[config.mk]
export PLATFORM = sky130hd
export DESIGN_NAME = rbsi_div
export DESIGN_NICKNAME = d
export VERILOG_FILES = /design/src/hdl/rbsi_div.sv
export SDC_FILE = /design/constraint.sdc
export NUM_CORES = 2
export LEC_CHECK = 0
export BUFFER_PORTS_ARGS = -buffer_cell sky130_fd_sc_hd__clkbuf_2
export CAP_MARGIN = 10
export CORE_AREA = 2 2 499 501
export CTS_CLUSTER_DIAMETER = 100
export DETAILED_ROUTE_END_ITERATION = 8
export DIE_AREA = 0 0 501 503
export HOLD_SLACK_MARGIN = 0.06
export PLACE_DENSITY = 0.76
export SLEW_MARGIN = 0
export SYNTH_ARGS = -nofsm -noshare
export SYNTH_HDL_FRONTEND = slang
export SYNTH_MEMORY_MAX_BITS = 65536
export SYNTH_SLANG_ARGS = --single-unit
[constraint.sdc]
create_clock -name clk -period 6.7 [get_ports clk]
set_input_delay 0 -clock clk [delete_from_list [all_inputs] [get_ports clk]]
set_output_delay 0 -clock clk [all_outputs]
set_load 0.05 [all_outputs]
[src/hdl/rbsi_div.sv]
// Pipelined restoring divider: (num << FB) / den, one quotient bit per stage,
// signed and saturated result. Depends on nothing but its parameters.
module rbsi_div #(
    parameter int CW = 32,
    parameter int FB = 16
) (
    input  logic                 clk,
    input  logic                 en,
    input  logic [CW:0]          num_mag,
    input  logic [CW-1:0]        den_mag,
    input  logic                 neg,
    output logic signed [CW-1:0] quot
);
    localparam int NW = CW + 1 + FB;
    localparam logic [CW-1:0] CAP = {1'b1, {(CW-1){1'b0}}};

    logic [CW-1:0] rem_reg [0:CW];
    logic [CW-1:0] low_reg [0:CW];
    logic [CW-1:0] q_reg   [0:CW];
    logic [CW-1:0] den_reg [0:CW];
    logic          ovf_reg [0:CW];
    logic          neg_reg [0:CW];
    logic [NW-1:0] n_full;
    logic [NW-1:0] n_high;
    logic [CW-1:0] mag;
    logic [CW-1:0] quot_next;
    logic signed [CW-1:0] quot_reg;

    assign n_full = NW'(num_mag) << FB;
    assign n_high = n_full >> CW;

    // Check for overflow and load the integer remainder
    always_ff @(posedge clk)
    begin
        if (en)
        begin
            ovf_reg[0] <= n_high >= NW'(den_mag);
            rem_reg[0] <= n_high[CW-1:0];
            low_reg[0] <= n_full[CW-1:0];
            q_reg[0]   <= '0;
            den_reg[0] <= den_mag;
            neg_reg[0] <= neg;
        end
    end

    // One quotient bit per stage
    for (genvar k = 1; k <= CW; k++)
    begin : g_step
        logic [CW:0] trial;
        logic        ge;
        assign trial = {rem_reg[k-1], low_reg[k-1][CW-1]};
        assign ge    = trial >= {1'b0, den_reg[k-1]};
        always_ff @(posedge clk)
        begin
            if (en)
            begin
                rem_reg[k] <= ge ? CW'(trial - {1'b0, den_reg[k-1]}) : trial[CW-1:0];
                low_reg[k] <= low_reg[k-1] << 1;
                q_reg[k]   <= {q_reg[k-1][CW-2:0], ge};
                den_reg[k] <= den_reg[k-1];
                ovf_reg[k] <= ovf_reg[k-1];
                neg_reg[k] <= neg_reg[k-1];
            end
        end
    end

    // Saturate and apply the sign
    always_comb
    begin
        mag = (ovf_reg[CW] || q_reg[CW] > CAP) ? CAP : q_reg[CW];
        if (neg_reg[CW])
            quot_next = CW'(-mag);
        else
            quot_next = (mag > CAP - 1'b1) ? CAP - 1'b1 : mag;
    end

    always_ff @(posedge clk)
    begin
        if (en)
            quot_reg <= signed'(quot_next);
    end

    assign quot = quot_reg;
endmodule

* Word-level counts from Yosys, hierarchy flattened
Memory sizes are Yosys's and may differ from the RTL's. Index checks and enable logic that the tools add are counted.
Word-level totals: input bits 68, word-level logic and storage cells 113, memories 6, bits in registers 32, output and inout bits 32, bits in writable memories 4257
Operators by class: order comparisons 35, reduce and logical (&&, ||, !) cells 1, add/subtract/negate cells 33, mux-type cells 37
Memories:
- den_reg | depth 33, bits a word 32, read ports 32, clocked after Yosys merged registers in 0, write ports 33, line 20 | logic [CW-1:0] den_reg [0:CW];
- q_reg | depth 33, bits a word 32, read ports 33, clocked after Yosys merged registers in 0, write ports 33, line 19 | logic [CW-1:0] q_reg [0:CW];
- rem_reg | depth 33, bits a word 32, read ports 32, clocked after Yosys merged registers in 0, write ports 33, line 17 | logic [CW-1:0] rem_reg [0:CW];
- low_reg | depth 33, bits a word 31, read ports 32, clocked after Yosys merged registers in 0, write ports 33, line 18 | logic [CW-1:0] low_reg [0:CW];
- neg_reg | depth 33, bits a word 1, read ports 33, clocked after Yosys merged registers in 0, write ports 33, line 22 | logic neg_reg [0:CW];
- ovf_reg | depth 33, bits a word 1, read ports 33, clocked after Yosys merged registers in 0, write ports 33, line 21 | logic ovf_reg [0:CW];
Operators by type and width (count):
- 32-bit 2-to-1 mux | 35
- 33-bit by 32-bit greater-or-equal comparator with 1-bit output | 32
- 32-bit subtractor | 32
- 17-bit by 32-bit greater-or-equal comparator with 1-bit output | 1
- 32-bit by 31-bit > comparator with 1-bit output (second input constant) | 1
- 32-bit > comparator (second input constant) | 1
- 32-bit negation | 1
- 1-bit 2-to-1 mux | 2
- 1-bit logical OR | 1

* Depth between registers and ports, before layout
An unclocked memory read counts as a cell.
depth after elaboration 7, depth in mapped cells 17, gate-level depth less buffers 14

* Least setup slack after synthesis
Ideal clock, no wire load.
path kind register -> register, start mem q_reg[32][4] (netlist: q_reg[1][4]), end reg quot_reg[22] (netlist: quot[22]) (data pin), data required time 6.554 ns, arrival 4.033 ns, path slack 2.522 ns, buffers on the path 3, cell stages (with the launch flop) 18, library setup time 0.146 ns, clock period less this slack 4.178 ns, cells stage by stage edfxtp_1 or3_1 nor4b_1 nand4_1 nor2_1 nand3_1 a21oi_2 clkbuf_1 buf_1 nand2_1 ha_1 clkbuf_1 o21ai_1 a21oi_1 a21boi_0 and2_1 a31o_2 a21oi_1
RTL lines:
- start, declared | line 19
- end signal, assigned | line 80 | quot_reg <= signed'(quot_next);
- end, declared | line 27 | logic signed [CW-1:0] quot_reg;

==> results.ini <==
[synth]
synth_area_per_cell_sq_um = 12.0
synth_edf_count = 2795
synth_cells = 12300
yosysSeqAreaShare_pct = 56.9
synth_common_cells = edfxtp_1 (2795), inv_1 (1270), a21oi_1 (1036)
synth_fp_nets = 13400
synth_area_leader_cell = edfxtp_1
synthArstFlopShare_pct = 0
synth_top_cell_area_share_pct = 56.9
synth_top_flop_cell = edfxtp_1
synth.most_common_cell = edfxtp_1
syn_area_sq_um = 147000
synthTopCellsByArea = edfxtp_1 (57%), ha_1 (8.7%), a21oi_1 (3.5%), inv_1 (3.2%), xnor2_1 (3.1%)
synth-seq-cells = 2795
yosys_warnings = 0
synth_cell_types = 102

[worst_setup_path]
r2r_slack_ps = 1750
critPathArrivalTime_ps = 5630
worstSetupEndpointType = flip-flop
start_kind = flip-flop
cp_max_fo = 31
r2r-start = rem_reg[0][545]
worstPathRequired_ps = 7380
crit_type = flip-flop to flip-flop
startpoint = rem_reg[0][545]

[timing]
finalSetupViolCount = 0
min_period_ps = 4950
tightest_slew_ps = 1190
setup_tns_ps = 0
slew_viol_final = 0
hold_viol = 0
finClkSkew_ps = 68.9
fin_crit_sh_pct = 73.9
rsz0062_at_grt = no
fin_hold_ws_ps = 129
slew_headroom_pct = 20.8
finalWorstSetupSlack_ps = 1750
clock.fmax_mhz = 202

[clocking]
insertion_delay_ps = 970
ctsHoldBuffers = 134
htree_num_levels = 5
cts_tree = built
cts_resized = 0
cts_sinks = 2795
clk_path_buf_depth = 4
post_cts_buffers = 0
cts_root_buf = clkbuf_16
path_clk_slew_ps = 60
cts_inserted_buffers = 317

[pwr]
finalPower_mw = 77.9
power_frac_clock_pct = 21.6
p_leak_nw = 66.2
combPwrFrac_pct = 42.3
p_sw_share_pct = 36.2
p_switching_mw = 28.2
p_int_mw = 49.7
vdd.ir_drop.worst_mv = 0.311
power_per_cell_area_nw_per_um2 = 478
seq_power_share_pct = 36.1

[place]
place_congestion = 0.942
placed_area_sq_um = 152000
dpl.cell_count = 15500
port_buffers = 99
pre_cts_slack_ps = 1970
dp_hpwl_microns = 251000

[layout]
area_delta_synth_final_pct = 10.8
fin_util_pct = 66.1
nets = 13800
fin_cells = 16200
drive_above_1_share_pct = 8.79
largest_register_ffs = 1024
final_cell_area_sq_um = 163000

[die]
start_util_pct = 59.7
core-area_sq_um = 247000
die_w_microns = 501
io-pin-count = 100
fp.dieH_microns = 503
num_rows = 183
die_area_sq_um = 252000

[global_routing]
overflow = 0
grt_antenna_before_repair = 8
grt_max_degree = 185
first_global_vias = 94400
grt_pass1_wl_microns = 527000
grt_util_all_layers_pct = 26.6

[outcome]
outcome = finished clean

[route]
drt_iter0_markers = 8820
ant_nets = 0
drc = 0
dr.pass1.iters = 8
vias_per_cell = 5.98
vias = 96800
wl_per_cell_microns = 21.1
drt-total-wl_microns = 342000

[min_path]
hold_start = den_mag[21]
hp-class = input pin to flip-flop

[flow_run]
drv_cap = 0

-- layout make-up --
class                   count  area (sq um)
flip-flops and latches   2795         83900
diodes                     11          27.5
well taps                3237          4050
clock inverters           171          1740
repair buffers            305          2550
clock buffers             381          8300
multi-input cells        8012         57900
inverters                1271          4770
fillers                 18100         83800
-- placed cells by master, fill, tap and decap left out, types with 124 or more instances in the layout --
| cell type | netlist | routed |
|---|---|---|
| o21ai_0 | 681 | 681 |
| a21o_1 | 472 | 471 |
| dlygate4sd3_1 | 0 | 134 |
| nor2_1 | 749 | 749 |
| inv_1 | 1270 | 1270 |
| nand2_1 | 674 | 674 |
| a21oi_1 | 1036 | 1035 |
| nor3_1 | 134 | 134 |
| nand4_1 | 124 | 124 |
| nor2b_1 | 161 | 161 |
| mux2_2 | 363 | 363 |
| nand2b_1 | 163 | 163 |
| clkbuf_16 | 0 | 323 |
| ha_1 | 1027 | 1027 |
| o21a_1 | 148 | 148 |
| xnor2_1 | 524 | 524 |
| nand3_1 | 188 | 188 |
| edfxtp_1 | 2795 | 2795 |
| xor2_1 | 329 | 329 |
-- critical path: stages (launching register included) --
cell and delay [ps]:
edfxtp_1 400, ha_1 380, o21ai_0 110, a21oi_1 240
o311ai_0 340, a211oi_1 760, o211ai_1 150, a21oi_1 300
and3_1 220, a31oi_1 170, o211ai_1 800, buf_4 460
mux2_2 370
-- final timing paths --
path / to / cells past startpoint
max reg2reg: rem_reg[0][599] / 12
min reg2reg: q_reg[0][461] / 0
min: ovf_reg[0][0] / 5
max: rem_reg[0][599] / 12
-- power groups by stage --
stage,clock network (mW),registers (mW),logic (mW)
finish,16.9,28.1,33.0
global route,17.9,28.4,36.4
CTS,17.2,28.1,32.6
detailed placement,0,28.4,32.2
global placement,0,28.4,31.4
floorplan,0,26.8,25.2
-- cells by family (layout without fill, tap and decap cells) --
group	count (synthesis)	after routing	share of synthesized area, %
flip-flops	2795	2795	56.9
buffers and inverters	1504	2128	3.92
AND/OR/NAND/NOR	2526	2526	8.18
other	0	11	0
AO/OA/AOI/OAI	3132	3132	13.3
XOR/XNOR	853	853	5.07
multiplexers	443	443	3.43
adder cells (fa/ha/maj)	1058	1058	9.14
-- metal layers --
| layer | routed length [microns] | share of wire, % | track usage (%) |
|---|---|---|---|
| met5 | 20 | 0.0058 | 0 |
| met4 | 13100 | 3.8 | 10.1 |
| met3 | 18800 | 5.5 | 3.90 |
| met2 | 170000 | 50 | 46.2 |
| met1 | 140000 | 41 | 33.9 |
No activity file was read; power rests on OpenSTA's default activity.
