### config.mk
export PLATFORM = sky130hd
export DESIGN_NAME = rbsi_comb
export DESIGN_NICKNAME = d
export VERILOG_FILES = /design/src/hdl/rbsi_pkg.sv /design/src/hdl/rbsi_comb.sv
export SDC_FILE = /design/constraint.sdc
export NUM_CORES = 1
export LEC_CHECK = 0
export BUFFER_PORTS_ARGS = -buffer_cell sky130_fd_sc_hd__clkbuf_2
export CORE_UTILIZATION = 58
export DETAILED_ROUTE_END_ITERATION = 8
export GPL_TIMING_DRIVEN = 0
export PLACE_DENSITY_LB_ADDON = 0.3
export SLEW_MARGIN = 20
export SYNTH_ARGS = -nofsm -noshare
export SYNTH_HDL_FRONTEND = slang
export SYNTH_SLANG_ARGS = --single-unit
### constraint.sdc
create_clock -name clk -period 9.1 [get_ports clk]
set_clock_uncertainty 0.1 [all_clocks]
set_input_delay 0.455 -clock clk [delete_from_list [all_inputs] [get_ports clk]]
set_output_delay 0.455 -clock clk [all_outputs]
set_load 0.01 [all_outputs]
### src/hdl/rbsi_pkg.sv
// Shared types and constants for the ray/box slab intersection block.
// Used by rbsi_comb and ray_box_slab_intersect; no dependencies.
package rbsi_pkg;

    localparam int DEF_COORD_WIDTH = 32;
    localparam int DEF_FRAC_BITS   = 16;
    localparam int NUM_AXES        = 3;
    localparam int DIST_WIDTH      = 31;
    localparam int CFG_IDX_WIDTH   = 3;

    // Register indexes of the configuration port
    localparam logic [CFG_IDX_WIDTH-1:0] REG_MIN_X = 3'd0;
    localparam logic [CFG_IDX_WIDTH-1:0] REG_MIN_Y = 3'd1;
    localparam logic [CFG_IDX_WIDTH-1:0] REG_MIN_Z = 3'd2;
    localparam logic [CFG_IDX_WIDTH-1:0] REG_MAX_X = 3'd3;
    localparam logic [CFG_IDX_WIDTH-1:0] REG_MAX_Y = 3'd4;
    localparam logic [CFG_IDX_WIDTH-1:0] REG_MAX_Z = 3'd5;

    // Per-item side info that travels beside the dividers
    typedef struct packed {
        logic                valid;
        logic [NUM_AXES-1:0] par;    // axis heading is zero
        logic                pmiss;  // origin outside a parallel slab
    } rbsi_side_t;

endpackage

### src/hdl/rbsi_comb.sv
// Orders the per-axis distances, intersects the intervals and forms the
// result register. Depends on rbsi_pkg.
module rbsi_comb #(
    parameter int CW = 32
) (
    input  logic                       clk,
    input  logic                       rst_n,
    input  logic                       en,
    input  rbsi_pkg::rbsi_side_t       side,
    input  logic signed [CW-1:0]       t_a [3],
    input  logic signed [CW-1:0]       t_b [3],
    output logic                       out_valid,
    output logic                       out_hit,
    output logic [rbsi_pkg::DIST_WIDTH-1:0] out_dist
);
    import rbsi_pkg::*;

    localparam int TW = CW + 2;
    localparam logic signed [TW-1:0] UNB  = TW'(1) << CW;
    localparam logic [63:0] DMAX = 64'((64'd1 << DIST_WIDTH) - 64'd1);

    rbsi_side_t         s1_reg, s2_reg;
    logic signed [CW-1:0] tmin_reg [NUM_AXES];
    logic signed [CW-1:0] tmax_reg [NUM_AXES];
    logic signed [TW-1:0] lo_reg, hi_reg, lo_next, hi_next;
    logic signed [TW-1:0] ext_min, ext_max, dist_sel;
    logic [63:0]          dist_wide;
    logic                 miss;
    logic                 valid_reg, hit_reg;
    logic [DIST_WIDTH-1:0] dist_reg;

    // Order each axis pair
    always_ff @(posedge clk)
    begin
        if (en)
        begin
            for (int a = 0; a < NUM_AXES; a++)
            begin
                tmin_reg[a] <= (t_a[a] > t_b[a]) ? t_b[a] : t_a[a];
                tmax_reg[a] <= (t_a[a] > t_b[a]) ? t_a[a] : t_b[a];
            end
        end
    end

    // Intersect the intervals of the non-parallel axes
    always_comb
    begin
        lo_next = -UNB;
        hi_next = UNB;
        for (int a = 0; a < NUM_AXES; a++)
        begin
            ext_min = TW'(tmin_reg[a]);
            ext_max = TW'(tmax_reg[a]);
            if (!s1_reg.par[a])
            begin
                if (ext_min > lo_next)
                    lo_next = ext_min;
                if (ext_max < hi_next)
                    hi_next = ext_max;
            end
        end
    end

    always_ff @(posedge clk)
    begin
        if (en)
        begin
            lo_reg <= lo_next;
            hi_reg <= hi_next;
        end
    end

    // Decide hit and pick the nearest non-negative distance
    assign miss      = s2_reg.pmiss || lo_reg > hi_reg || hi_reg < 0;
    assign dist_sel  = (lo_reg >= 0) ? lo_reg : hi_reg;
    assign dist_wide = 64'($unsigned(dist_sel));

    always_ff @(posedge clk)
    begin
        if (en)
        begin
            hit_reg  <= !miss;
            dist_reg <= miss ? '0 :
                        (dist_wide > DMAX) ? DMAX[DIST_WIDTH-1:0] : dist_wide[DIST_WIDTH-1:0];
        end
    end

    // Advance the valid bits
    always_ff @(posedge clk or negedge rst_n)
    begin
        if (!rst_n)
        begin
            s1_reg    <= '0;
            s2_reg    <= '0;
            valid_reg <= 1'b0;
        end
        else if (en)
        begin
            s1_reg    <= side;
            s2_reg    <= s1_reg;
            valid_reg <= s2_reg.valid;
        end
    end

    assign out_valid = valid_reg;
    assign out_hit   = hit_reg;
    assign out_dist  = dist_reg;
endmodule

## Word-level counts from Yosys, hierarchy flattened

Memory sizes are Yosys's and may differ from the RTL's.
Index checks and enable logic that the tools add are counted.
Widths: inputs -> output; s select.

- Flip-flop bits (word level): 108
- Bits in writable memories: 192
- Input port bits: 200
- Output and inout port bits: 33
- Logic and storage cells: 50
- Memories: 2

- $lt $le $gt $ge: 13
- Multiplexer cells: 22
- Reductions and logical operators: 3

Memories:

| memory | depth | width | read ports | clocked after memory_dff | wr ports | RTL line | source |
|---|---|---|---|---|---|---|---|
| tmax_reg | 3 | 32 | 3 | 0 | 3 | rbsi_comb.sv:24 | `logic signed [CW-1:0] tmax_reg [NUM_AXES];` |
| tmin_reg | 3 | 32 | 3 | 0 | 3 | rbsi_comb.sv:23 | `logic signed [CW-1:0] tmin_reg [NUM_AXES];` |

Operators with widths:

| cell | number |
|---|---|
| $mux 34 | 13 |
| $mux 32 | 6 |
| $gt 32x32->1 | 3 |
| $gt 32x34->1 | 2 |
| $lt 32x34->1 | 2 |
| $ge 34x1->1 const B | 1 |
| $gt 34x31->1 const B | 1 |
| $gt 34x34->1 | 1 |
| $lt 32x34->1 const B | 1 |
| $lt 34x1->1 const B | 1 |
| $gt 32x33->1 const B | 1 |
| $mux 31 | 1 |
| $logic_or 1x1->1 | 2 |
| $mux 1 | 2 |
| $logic_not 1->1 | 1 |

## Depth between registers and ports, before layout

An unclocked memory read counts as a cell.

- Depth after elaboration: 10
- Mapped depth: 23
- Mapped depth without buffers: 18

## Worst setup path before layout

Ideal clock, no wire load.

- Path type: register to register
- From: register s1_reg[1] (netlist bit)
- To: register lo_reg[10], data pin
- Library setup time: 0.278 ns
- Arrival time: 5.407 ns
- Data required time: 8.722 ns
- Slack: 3.315 ns
- Stages on the path, launching flop included: 23
- Buffers on the path: 4
- Period minus slack after synthesis: 5.785 ns
- Cell sequence: dfrtp_1 clkbuf_1 clkbuf_1 nand2b_1 ha_1 a21oi_1 o21ai_0 a2111oi_0 a31oi_1 o221ai_1 a41o_1 buf_1 mux2_2 ha_1 nand4_1 a211oi_1 a2111oi_0 o21ai_0 nand2_1 a221o_1 a211oi_1 clkbuf_1 mux2i_1

- Longest elaborated chain between the ends: 7

RTL lines:

| what | RTL line | source |
|---|---|---|
| from (decl) | rbsi_comb.sv:22 | `rbsi_side_t s1_reg, s2_reg;` |
| from (signal assigned) | rbsi_comb.sv:99 | `s1_reg <= side;` |
| $mux 34 * | rbsi_comb.sv:54 | `if (!s1_reg.par[a])` |
| $gt 32x34->1 | rbsi_comb.sv:56 | `if (ext_min > lo_next)` |
| $mux 34 | rbsi_comb.sv:56 |  |
| $mux 34 * | rbsi_comb.sv:54 |  |
| $gt 32x34->1 | rbsi_comb.sv:56 |  |
| $mux 34 | rbsi_comb.sv:56 |  |
| $mux 34 * | rbsi_comb.sv:54 |  |
| net lo_next[10] | rbsi_comb.sv:25 | `logic signed [TW-1:0] lo_reg, hi_reg, lo_next, hi_next;` |
| to (signal assigned) | rbsi_comb.sv:68 | `lo_reg <= lo_next;` |
| to (decl) | rbsi_comb.sv:25 |  |

Mark *: on every way through the listed nets, which the timed path passes. The rest lies on a longest branch.
A chain may end at the register's enable or synchronous reset.

## Final worst setup path

- From: register s1_reg[1] (netlist bit)
- To: register hi_reg[26], data pin

- Longest elaborated chain between the ends: 7

RTL lines:

| what | RTL line | source |
|---|---|---|
| $mux 34 * | rbsi_comb.sv:54 |  |
| $lt 32x34->1 | rbsi_comb.sv:58 | `if (ext_max < hi_next)` |
| $mux 34 | rbsi_comb.sv:58 |  |
| $mux 34 * | rbsi_comb.sv:54 |  |
| $lt 32x34->1 | rbsi_comb.sv:58 |  |
| $mux 34 | rbsi_comb.sv:58 |  |
| $mux 34 * | rbsi_comb.sv:54 |  |
| net hi_next[26] | rbsi_comb.sv:25 |  |
| to (signal assigned) | rbsi_comb.sv:69 | `hi_reg <= hi_next;` |
| to (decl) | rbsi_comb.sv:25 |  |

Marks and branches as above.

==> implementation parameters <==
Parameter                              Value

Yosys
  Number of distinct library cell variants in the gate-level netlist after synthesis    65
  Ys Warns    0
  Fraction of registers with async set/reset    0.02685
  Summed instance area of the synthesized netlist    approximately 24000 sq um
  Avg Inst Size Synth    about 9.3 sq um
  Gate Count Post-Synth    around 2500
  EDFF count, synth    290
  Commonest register cell after synthesis    edfxtp_1
  Net Count, Synth    2998
  Yosys reg bits    298
  Share of the yosys chip area belonging to registers    0.3764

Layout
  Commonest cells after routing, fill and taps aside    296 x nor2_1, 290 x edfxtp_1, 268 x inv_1, 262 x ha_1, 231 x clkbuf_2
  Final core utilization    0.6644
  Area Overhead vs Synth    12.29%
  Proportion of layout cells with a drive suffix above 1    0.1374
  Most common cell after layout, fill and taps aside    nor2_1
  Post-layout instance area    26580 sq um
  Final std cells w/o fill    approximately 3400
  Final layout net count    roughly 3300
  Layout filler cell count    around 3200

Detailed routing
  Average via count per standard cell    approximately 6.6
  Via total after detailed routing    between 20000 and 25000
  Routed WL    roughly 80000 microns
  DRC violation count after routing    0
  Number of antenna-violating nets in the routed design    0
  First-pass iteration count of the detailed router    6
  Wire length per cell after detailed routing    between 20 and 25 microns
  Initial DRC count    between 2000 and 3000

STA
  Final hold viol count    0
  Crit share post-route    0.9346
  Unrepaired setup endpoints after global routing    false
  Least-Margin Pin Slew    roughly 0.95 ns
  Final setup violation count    0
  Highest clock rate    around 120 MHz
  Total negative slack    0 ns
  Relative slew slack    0.3658
  Final Worst Setup Slack    between 0.5 and 0.6 ns
  Final number of max-transition violations    0
  Shortest clock period the worst path allows after layout    ~8.5 ns

CTS
  CTS buffer count    30
  TritonCTS Sinks    between 200 and 300
  Clock Tree Buf Depth    3
  Clk Tree Root Cell    clkbuf_16
  Clock insertion delay at the later pin of the skew report    approximately 0.60 ns
  Clock tree from TritonCTS    built
  H-tree level count    1
  Clock input transition at the sequential cells of the worst setup and hold paths    0.06 ns
  Post-CTS Setup Inserts    0

Setup path
  Launching element type of the critical path    register
  Worst Path Required    about 9.3 ns
  Most prevalent standard cell on the critical path    clkbuf_1
  Buffers & Inverters on Critical Path    5
  Worst path max stage delay    about 0.7 ns
  Setup slack of the worst register-to-register path    between 0.5 and 0.6 ns
  R2R cell count    23
  CP endpoint kind    register
  Ordered cell list for the critical path    clkbuf_1 -> clkbuf_1 -> nand2b_1 -> ha_1 -> a21oi_1 -> o21a_1 -> o211ai_1 -> o21a_1 -> o31ai_1 -> clkbuf_1 -> clkbuf_1 -> nor2_1 -> a21oi_1 -> ha_1 -> nand4_1 -> nor4_2 -> nor4bb_1 -> or4b_2 -> a21o_1 -> mux2i_1 -> a21oi_1 -> clkbuf_1 -> mux2i_1
  Crit path max fanout    10
  Capture point of the worst reg-to-reg path    hi_reg[26]
  Worst path top cell family by delay    buffers and inverters
  Worst reg2reg path startpoint    s1_reg[1]
  Critical path arrival    approximately 9 ns
  Type of the worst setup path    reg2reg
  Slowest stage cell, crit path    nor4_2

Power and ir drop
  Power density over cell area    between 150 and 200 nW/um^2
  Leak    approximately 0.012 uW
  Peak VDD IR    about 150 uV

Floorplanning
  Area enclosed by the die boundary    about 42000 sq um
  Number of primary I/O pins    233
  Total number of placement rows    73
  Area of the core    roughly 40000 sq um
  Die Height    between 200 and 250 microns
  Die X-Extent    between 200 and 250 microns
  Effective utilization at floorplan    0.5916

Placed design
  Number of buffers inserted by port buffering    between 200 and 250
  Routability Congestion    0.9815
  DP HPWL    62840 microns
  Total instance count after detailed placement    between 3000 and 4000
  Instance area at placement    roughly 26000 sq um
  Post-Place Worst Slack    around 0.76 ns

GRT
  GRT Total Usage    0.3761
  First-pass GRT wire length    between 100000 and 150000 microns
  GRT overflow    0
  Antenna violations before repair    5
  Maximum number of pins on one net before global-route repair    101
  Number of global-route vias before repair    20550

Hold path
  End point of the most critical hold path    s1_reg[4]
  Worst hold path type    in2reg
  Hold path startpoint    side[4]
  Number of instances on the worst hold path    2

Job
  Maximum Capacitance Violations    0

Outcome
  Run status    completed
[worst reg2reg max path, cell delays in order (launching register included)]
cell,delay [ns]
dfrtp_1,0.47
clkbuf_1,0.44
clkbuf_1,0.52
nand2b_1,0.23
ha_1,0.27
a21oi_1,0.16
o21a_1,0.17
o211ai_1,0.10
o21a_1,0.24
o31ai_1,0.39
clkbuf_1,0.42
clkbuf_1,0.55
nor2_1,0.11
a21oi_1,0.30
ha_1,0.26
nand4_1,0.25
nor4_2,0.70
nor4bb_1,0.48
or4b_2,0.21
a21o_1,0.10
mux2i_1,0.11
a21oi_1,0.53
clkbuf_1,0.64
mux2i_1,0.52
[worst max-delay path by stage]
stage	depth (start not counted)	from	slack, ns	to
floorplan	22	s1_reg[1]	3.31	lo_reg[10]
global placement	23	s1_reg[1]	1.01	hi_reg[25]
detailed placement	23	s1_reg[1]	0.76	hi_reg[27]
CTS	23	s1_reg[1]	0.65	hi_reg[26]
global route	23	s1_reg[1]	0.19	hi_reg[25]
finish	23	s1_reg[1]	0.60	hi_reg[26]
[synthesized netlist by cell type (6+ instances only)]
| cell | count | area share |
|---|---|---|
| nor2_1 | 296 | 0.047 |
| edfxtp_1 | 290 | 0.37 |
| inv_1 | 268 | 0.043 |
| ha_1 | 262 | 0.14 |
| o21ai_0 | 174 | 0.037 |
| clkbuf_1 | 131 | 0.021 |
| nand2_1 | 109 | 0.017 |
| mux2i_1 | 97 | 0.041 |
| a21oi_1 | 96 | 0.020 |
| mux2_2 | 96 | 0.046 |
| nand3_1 | 83 | 0.018 |
| nand2b_1 | 67 | 0.018 |
| a22oi_1 | 65 | 0.021 |
| o22ai_1 | 64 | 0.017 |
| a211oi_1 | 46 | 0.015 |
| nand4_1 | 45 | 0.012 |
| nor2b_1 | 41 | 0.011 |
| a221oi_1 | 38 | 0.014 |
| a41o_1 | 34 | 0.014 |
| a31oi_1 | 33 | 0.0087 |
| and4b_1 | 30 | 0.013 |
| a21o_1 | 28 | 0.0089 |
| nor3_1 | 18 | 0.0038 |
| o21a_1 | 10 | 0.0032 |
| mux2_1 | 9 | 0.0043 |
| buf_1 | 8 | 0.0013 |
| dfrtp_1 | 8 | 0.0085 |
| o211ai_1 | 8 | 0.0025 |
| and4_1 | 7 | 0.0026 |
| buf_6 | 6 | 0.0029 |
| nor4_1 | 6 | 0.0016 |
[kinds of logic after synthesis]
family          Yosys count  share of synthesized area
compound gates          632                     0.1747
simple gates            728                     0.1519
mux                     202                    0.09098
fa+ha+maj               262                     0.1385
buf+inv                 414                    0.06756
flops                   298                     0.3764
[metrics by stage]
stage | hold slack [ns] | total power [uW]
4_1_cts | 0.004226 | 5236
3_5_place_dp | 0.2167 | 4027
2_1_floorplan | 0.05941 | 3276
3_3_place_gp | 0.2046 | 3953
5_1_grt | 0.006680 | 5537
6_report | 0.01361 | 5293
[power breakdown]
| group | leakage, uW | switching, uW | internal (uW) | total (uW) |
|---|---|---|---|---|
| Clock | 0.000452 | 543 | 662 | 1200 |
| Sequential | 0.00296 | 162 | 1840 | 2010 |
| Combinational | 0.00866 | 1280 | 804 | 2080 |
| Total | 0.0121 | 1980 | 3310 | 5290 |
[layer usage]
metal	routed length, microns	global-route usage	vias to the layer above
li1	-	-	9981
met1	33070	0.5309	10590
met2	36230	0.6011	1365
met3	8039	0.05628	161
met4	2283	0.1031	2
met5	13	0	-
[layout make-up]
type	count	area, sq um	share of cell area
plain buffers	145	589.3	0.02217
clock buffers	33	762.0	0.02867
inverters	269	1010	0.03799
diodes	2	5.005	0.0001883
multi-input cells	1824	13170	0.4954
repair buffers	239	1292	0.04863
flip-flops and latches	298	8909	0.3352
clock inverters	23	186.4	0.007014
well taps	525	656.9	0.02472
[what timing repair did]
| action | CTS | global route |
|---|---|---|
| endpoints found under the setup margin | 0 | 0 |
| hold endpoints to repair | 11 | 0 |
| hold buffers | 4 | 0 |
| gates resized for setup | 0 | 0 |
Power figures use the tool's default switching activity.
